[src/rtl/ils_pkg.sv]
`default_nettype none
package ils_pkg;

  // Position and length width inside the block. It covers every capacity
  // up to 1024 entries, so a length equal to the capacity still fits.
  localparam int POS_W = 11;

  localparam int VALUE_W = 32;

  // Fan-in of one node of the read-out tree.
  localparam int TREE_RADIX = 8;

  typedef enum logic [2:0] {
    MODE_READ   = 3'd0,
    MODE_HEAD   = 3'd1,
    MODE_TAIL   = 3'd2,
    MODE_AT     = 3'd3,
    MODE_DELETE = 3'd4
  } mode_t;

  typedef enum logic [1:0] {
    STAT_DONE  = 2'd0,
    STAT_RANGE = 2'd1,
    STAT_FULL  = 2'd2
  } status_t;

  typedef enum logic {
    ST_IDLE,
    ST_READ
  } state_t;

  // Command broadcast to every cell of the chain.
  typedef struct packed {
    logic             ins;
    logic             del;
    logic [POS_W-1:0] pos;
    logic [POS_W-1:0] rd_pos;
  } ils_cmd_t;

  // Number of registered levels needed to reduce n leaves to one node.
  function automatic int tree_levels(input int n);
    int c;
    int l;
    c = n;
    l = 0;
    for (int k = 0; k < 32; k++) begin
      if (c > 1) begin
        c = (c + TREE_RADIX - 1) / TREE_RADIX;
        l++;
      end
    end
    if (l == 0) begin
      l = 1;
    end
    return l;
  endfunction

endpackage
`default_nettype wire

[src/rtl/ils_cell.sv]
`default_nettype none
module ils_cell
  import ils_pkg::*;
#(
  parameter int IDX = 0
) (
  input  wire logic               clk,
  input  wire ils_cmd_t           cmd,
  input  wire logic [VALUE_W-1:0] ins_value,
  input  wire logic [VALUE_W-1:0] left_value,
  input  wire logic [VALUE_W-1:0] right_value,
  output logic      [VALUE_W-1:0] value,
  output logic      [VALUE_W-1:0] leaf
);

  localparam logic [POS_W-1:0] MY_IDX = POS_W'(IDX);

  logic [VALUE_W-1:0] value_next;

  // Insert: cells above the position take their left neighbor, the cell at
  // the position takes the new value. Delete: cells from the position up
  // take their right neighbor.
  always_comb begin
    value_next = value;
    if (cmd.ins) begin
      if (MY_IDX == cmd.pos) begin
        value_next = ins_value;
      end else if (MY_IDX > cmd.pos) begin
        value_next = left_value;
      end
    end else if (cmd.del && (MY_IDX >= cmd.pos)) begin
      value_next = right_value;
    end
  end

  always_ff @(posedge clk) begin
    value <= value_next;
  end

  assign leaf = (cmd.rd_pos == MY_IDX) ? value : '0;

endmodule
`default_nettype wire

[config.mk]
export PLATFORM = sky130hd
export DESIGN_NAME = ils_cell
export DESIGN_NICKNAME = d
export VERILOG_FILES = /design/src/rtl/ils_pkg.sv /design/src/rtl/ils_cell.sv
export SDC_FILE = /design/constraint.sdc
export NUM_CORES = 1
export LEC_CHECK = 0
export BUFFER_PORTS_ARGS = -buffer_cell sky130_fd_sc_hd__buf_2
export CORE_MARGIN = 8
export CORE_UTILIZATION = 39
export CTS_CLUSTER_DIAMETER = 50
export DETAILED_ROUTE_END_ITERATION = 8
export HOLD_SLACK_MARGIN = 0.06
export PLACE_DENSITY = 0.92
export SLEW_MARGIN = 20
export SYNTH_ARGS = -nofsm -noshare
export SYNTH_HDL_FRONTEND = slang
export SYNTH_SLANG_ARGS = --single-unit
[constraint.sdc]
create_clock -name clk -period 2.6 [get_ports clk]
set_input_delay 0.52 -clock clk [delete_from_list [all_inputs] [get_ports clk]]
set_output_delay 0.52 -clock clk [all_outputs]
set_load 0.03 [all_outputs]
==> results.yml, run 1 <==
route:
  drt_pre_antenna_iters: 4
  totalWireLength_um: 6906
  drcViolationCount: 0
  postRouteAntennaNets: 0
  via_per_inst: 4.776
  wl_per_cell_um: 16.97
  vias: 1944
  drt_iter0_drc: 30
logic_synthesis:
  seq_area_frac_synth_pct: 44.34
  netlist_area_um2: 2167
  muxShareOfSynthArea_pct: 38.45
  synthesis.nets: 269
  synth_compound_area_share_pct: 0.5196
  synth_fa_ha_area_share_pct: 0
  yosys.area_share.simple_pct: 13.68
  yosys_warnings: 0
  netlist_instances: 148
  synth-xor-area-share_pct: 0
  synth-seq-cells: 32
  synth_top_family_by_area: "multiplexers"
  synth_cell_type_count: 15
  synth.avg_cell_area_um2: 14.64
timing:
  finalCriticalPeriod_ns: 2.283
  timing.hold.ws_ns: 0.5411
  fmax_ghz: 0.4381
  rsz0062_at_grt: "no"
  finalHoldViolCount: 0
  final-setup-viol-count: 0
  period_share_pct: 87.80
  slew_headroom_pct: 70.15
  slew_violations: 0
  worstMarginPinSlew_ns: 0.4477
  setup-tns-final_ns: 0
pwr:
  p_seq_share_pct: 50.2
  peakVddDrop_uv: 272.7
  comb_power_share_pct: 18.9
  p_leak_nw: 1.678
  power_density_nw_per_um2: 351.5
  clock_power_share_pct: 31.0
  swShare_pct: 20.31
  p_switching_mw: 0.2315
  p_int_mw: 0.9086
clock_tree:
  cts_tree: "built"
  post_cts_resized: 0
  cts_hold_buffers: 0
  cts_buffer_depth: 2
  clock_sinks: 32
  cts-root-buf: "clkbuf_8"
  htree_levels: 2
  clk_pin_slew_ns: 0.07
  post-cts-setup-buffers: 0
  cts_buffers: 5
place:
  dp.final_hpwl_um: 5843
  port_buffers: 184
  place_area_um2: 3163
  place_inst: 399
  routabilityCongestion: 0.8417
cells_and_area:
  largest_register_ff_count: 32
  n_antenna_cell: 0
  fin_area_um2: 3243
  top_regs: "value x32"
  drive_gt1_share_pct: 78.21
  syn2layout_area_growth_pct: 49.65
  largest_register: "value"
  finalNonFillerCells: 407
  nets: 455
floorplanning:
  initial_utilization_pct: 39.84
  row_count: 27
  io_pins: 185
  die_y_um: 90.54
  core_area_um2: 5439
  dieArea_um2: 8197
  die_w_um: 90.54
global_routing:
  grt_overflow_total: 0
  grt_pass1_vias: 2305
  grt_max_degree: 33
  grt_pass1_wl_um: 10980
  track_usage_pct: 16.72
  antenna_found_initial: 0
setup_path:
  path_cells: "buf_2, nor4_1, and3_1, buf_4, and2_1, buf_2"
  worstSetupPathType: "in -> out"
  critPathArrivalTime_ns: 1.76
  crit_slowest_cell: "nor4_1"
  cp_slowest_stage_delay_ns: 0.28
  crit_top_cell: "buf_2"
  start_kind: "primary input"
  cp-end-kind: "output port"
  path_max_fanout: 32
  required_ns: 2.08
run:
  cap_violations: 0
hold_path:
  hp-class: "in -> reg"
  holdPathStages: 2
status:
  status: "completed"
-- layout make-up --
| cell class | count | area, um^2 |
|---|---|---|
| tap | 72 | 90.09 |
| clock inverter | 1 | 3.754 |
| timing repair buffer | 189 | 970.9 |
| sequential | 32 | 960.9 |
| clock buffer | 7 | 76.32 |
| fill | 469 | 2196 |
| multi-input combinational | 106 | 1141 |
-- worst max-delay path, delay by kind of cell --
family | cells | cell delay (ns)
simple gates | 3 | 0.65
buf+inv | 3 | 0.58
-- layer usage --
| metal | track usage (%) | wire (um) | part of all wire, % | vias up |
|---|---|---|---|---|
| met1 | 14.20 | 2251 | 33 | 900 |
| met5 | 0 | 0 | 0 | - |
| met2 | 32.22 | 3757 | 54 | 109 |
| li1 | - | - | - | 920 |
| met4 | 7.628 | 179 | 2.6 | 0 |
| met3 | 7.398 | 717 | 10 | 15 |
-- placed cells by master, fill, tap and decap left out, drive strengths merged --
cell type  Yosys  final
nor3           2      2
edfxtp        32     32
nor4b          1      1
nand3          1      1
buf            7    189
clkbuf         3      7
o2111a         1      1
mux2          64     64
and3           1      1
and2          32     32
clkinv         0      1
nor4           4      4
-- logic make-up after synthesis --
family                 after synthesis
AO/OA/AOI/OAI                        1
AND/OR/NAND/NOR                     41
buffers and inverters               10
multiplexers                        64
flip-flops                          32
-- Yosys cell counts --
cell type	instances	area, um^2
mux2_2	34	382.9
and2_1	32	200.2
edfxtp_1	32	960.9
mux2_4	30	450.4
buf_2	4	20.02
buf_6	3	33.78
clkbuf_1	3	11.26
nor3_1	2	10.01
nor4_1	2	12.51
and3_1	1	6.260
nand3_2	1	10.01
nor4_2	1	12.51
nor4_4	1	21.27
nor4b_4	1	23.77
o2111a_1	1	11.26
-- worst paths after layout --
check          from       end  slack [ns]
max          cmd[1]  leaf[28]        0.32
min    ins_value[8]  value[8]        0.54
-- through the flow --
step / setup slack (ns) / power (mW) / util [%]
detailed placement: 0.3101 / 0.7992 / 58.16
global route: 0.1879 / 1.200 / 59.63
CTS: 0.3009 / 1.157 / 59.63
global placement: 0.4406 / 0.7900 / 58.16
floorplan: 0.4391 / 0.6925 / -
finish: 0.3172 / 1.140 / 59.63
-- power groups by stage --
stage / Combinational (mW) / Sequential, mW / Clock, mW
2_1_floorplan: 0.109 / 0.583 / 0
3_3_place_gp: 0.207 / 0.583 / 0
3_5_place_dp: 0.216 / 0.583 / 0
4_1_cts: 0.217 / 0.572 / 0.368
5_1_grt: 0.233 / 0.571 / 0.395
6_report: 0.215 / 0.572 / 0.353
Note: power is estimated with default switching activity, not from simulation.
==> run 2: changes to the inputs <==
--- a/config.mk
+++ b/config.mk
@@ -6,9 +6,9 @@
 export NUM_CORES = 1
 export LEC_CHECK = 0
 export BUFFER_PORTS_ARGS = -buffer_cell sky130_fd_sc_hd__buf_2
-export CORE_MARGIN = 8
+export CORE_MARGIN = 2
 export CORE_UTILIZATION = 39
-export CTS_CLUSTER_DIAMETER = 50
+export CTS_CLUSTER_DIAMETER = 120
 export DETAILED_ROUTE_END_ITERATION = 8
 export HOLD_SLACK_MARGIN = 0.06
 export PLACE_DENSITY = 0.92
==> run 2 against run 1 <==
Combinational power is essentially flat; largest power group unchanged; highest routed layer unchanged; wire length shrank 17%; sequential share of layout area is the same; die area shrank 25%.
==> results.yml, run 2 (same netlist as run 1, synthesis figures left out) <==
clock_tree:
  post-cts-setup-buffers: 0
  cts_tree: "built"
  cts-root-buf: "clkbuf_8"
  clk_pin_slew_ns: 0.06
  cts_buffers: 5
  post_cts_resized: 0
  cts_hold_buffers: 0
  clock_sinks: 32
  cts_buffer_depth: 2
  htree_levels: 2
timing:
  slew_headroom_pct: 72.47
  fmax_ghz: 0.4395
  finalHoldViolCount: 0
  setup-tns-final_ns: 0
  finalCriticalPeriod_ns: 2.275
  final-setup-viol-count: 0
  period_share_pct: 87.51
  setup_ws_ns: 0.3246
  slew_violations: 0
  rsz0062_at_grt: "no"
  worstMarginPinSlew_ns: 0.4130
pwr:
  p_leak_nw: 1.678
  swShare_pct: 19.71
  power_density_nw_per_um2: 348.9
  p_switching_mw: 0.2230
  peakVddDrop_uv: 193.0
  clock_power_share_pct: 30.4
  p_int_mw: 0.9086
  comb_power_share_pct: 19.0
  p_seq_share_pct: 50.5
route:
  postRouteAntennaNets: 0
  drt_iter0_drc: 41
  drcViolationCount: 0
  wl_per_cell_um: 14.09
  drt_pre_antenna_iters: 4
  vias: 1911
  totalWireLength_um: 5736
  via_per_inst: 4.695
status:
  status: "completed"
setup_path:
  required_ns: 2.08
  worstSetupPathType: "in -> out"
  cp-end-kind: "output port"
  critPathArrivalTime_ns: 1.76
  path_max_fanout: 32
  start_kind: "primary input"
cells_and_area:
  largest_register_ff_count: 32
  drive_gt1_share_pct: 78.21
  syn2layout_area_growth_pct: 49.65
  layout_commonest_cell: "buf_2"
  top_regs: "value x32"
  nets: 455
  n_antenna_cell: 0
  largest_register: "value"
  layout_common_cells: "buf_2 (184), mux2_2 (34), and2_1 (32), edfxtp_1 (32), mux2_4 (30)"
  fin_area_um2: 3243
place:
  port_buffers: 184
  dp_slack_ns: 0.3211
  dp.final_hpwl_um: 4649
  place_area_um2: 3163
  routabilityCongestion: 0.7518
floorplanning:
  die_w_um: 78.54
  row_count: 27
  io_pins: 185
  die_y_um: 78.54
  core_area_um2: 5439
  initial_utilization_pct: 39.84
  dieArea_um2: 6169
global_routing:
  grt_max_degree: 33
  grt_pass1_wl_um: 8390
  antenna_found_initial: 0
  grt_overflow_total: 0
  grt_pass1_vias: 1872
  track_usage_pct: 17.78
hold_path:
  hold_start: "ins_value[28]"
  hold_end: "value[28]"
  hp-class: "in -> reg"
  holdPathStages: 2
run:
  cap_violations: 0
==> run 2: routing by layer <==
layer / GRT usage (%) / up-vias / part of all wire (%)
li1: - / 919 / -
met4: 6.140 / 0 / 1.5
met5: 0 / - / 0
met1: 17.81 / 882 / 36
met3: 3.793 / 8 / 7.2
met2: 35.47 / 102 / 55
==> run 2: power by group through the flow <==
stage | combinational (mW) | clock, mW | sequential (mW)
4_1_cts | 0.217 | 0.359 | 0.572
5_1_grt | 0.232 | 0.376 | 0.572
3_3_place_gp | 0.208 | 0 | 0.583
6_report | 0.215 | 0.344 | 0.572
2_1_floorplan | 0.109 | 0 | 0.583
3_5_place_dp | 0.216 | 0 | 0.583
==> run 2: worst max-delay path by stage <==
stage	start	to	slack, ns	depth (start not counted)
floorplan	cmd[23]	value[0]	0.44	3
global placement	cmd[5]	leaf[12]	0.39	6
CTS	cmd[5]	leaf[0]	0.31	6
global route	cmd[5]	leaf[0]	0.26	6
detailed placement	cmd[5]	leaf[0]	0.32	6
finish	cmd[5]	leaf[0]	0.32	6
==> run 2: stage by stage <==
| step | cells | power, mW | util (%) | hold slack (ns) |
|---|---|---|---|---|
| global placement | 399 | 0.7906 | 58.16 | 0.8212 |
| floorplan | 148 | 0.6925 | - | 0.7379 |
| global route | 407 | 1.180 | 59.63 | 0.5225 |
| finish | 407 | 1.132 | 59.63 | 0.5426 |
| CTS | 407 | 1.148 | 59.63 | 0.5279 |
| detailed placement | 399 | 0.7991 | 58.16 | 0.8241 |
==> run 2: cell type report <==
type	instances	area [um^2]
fillers	446	2196
repair buffers	189	970.9
clock buffers	7	76.32
clock inverters	1	3.754
flip-flops and latches	32	960.9
well taps	72	90.09
multi-input cells	106	1141
==> run 2: worst max-delay path: stages <==
cell and delay, ns:
buf_2 0.09, nor4_1 0.27, and3_1 0.19, buf_4 0.28, and2_1 0.20, buf_2 0.20
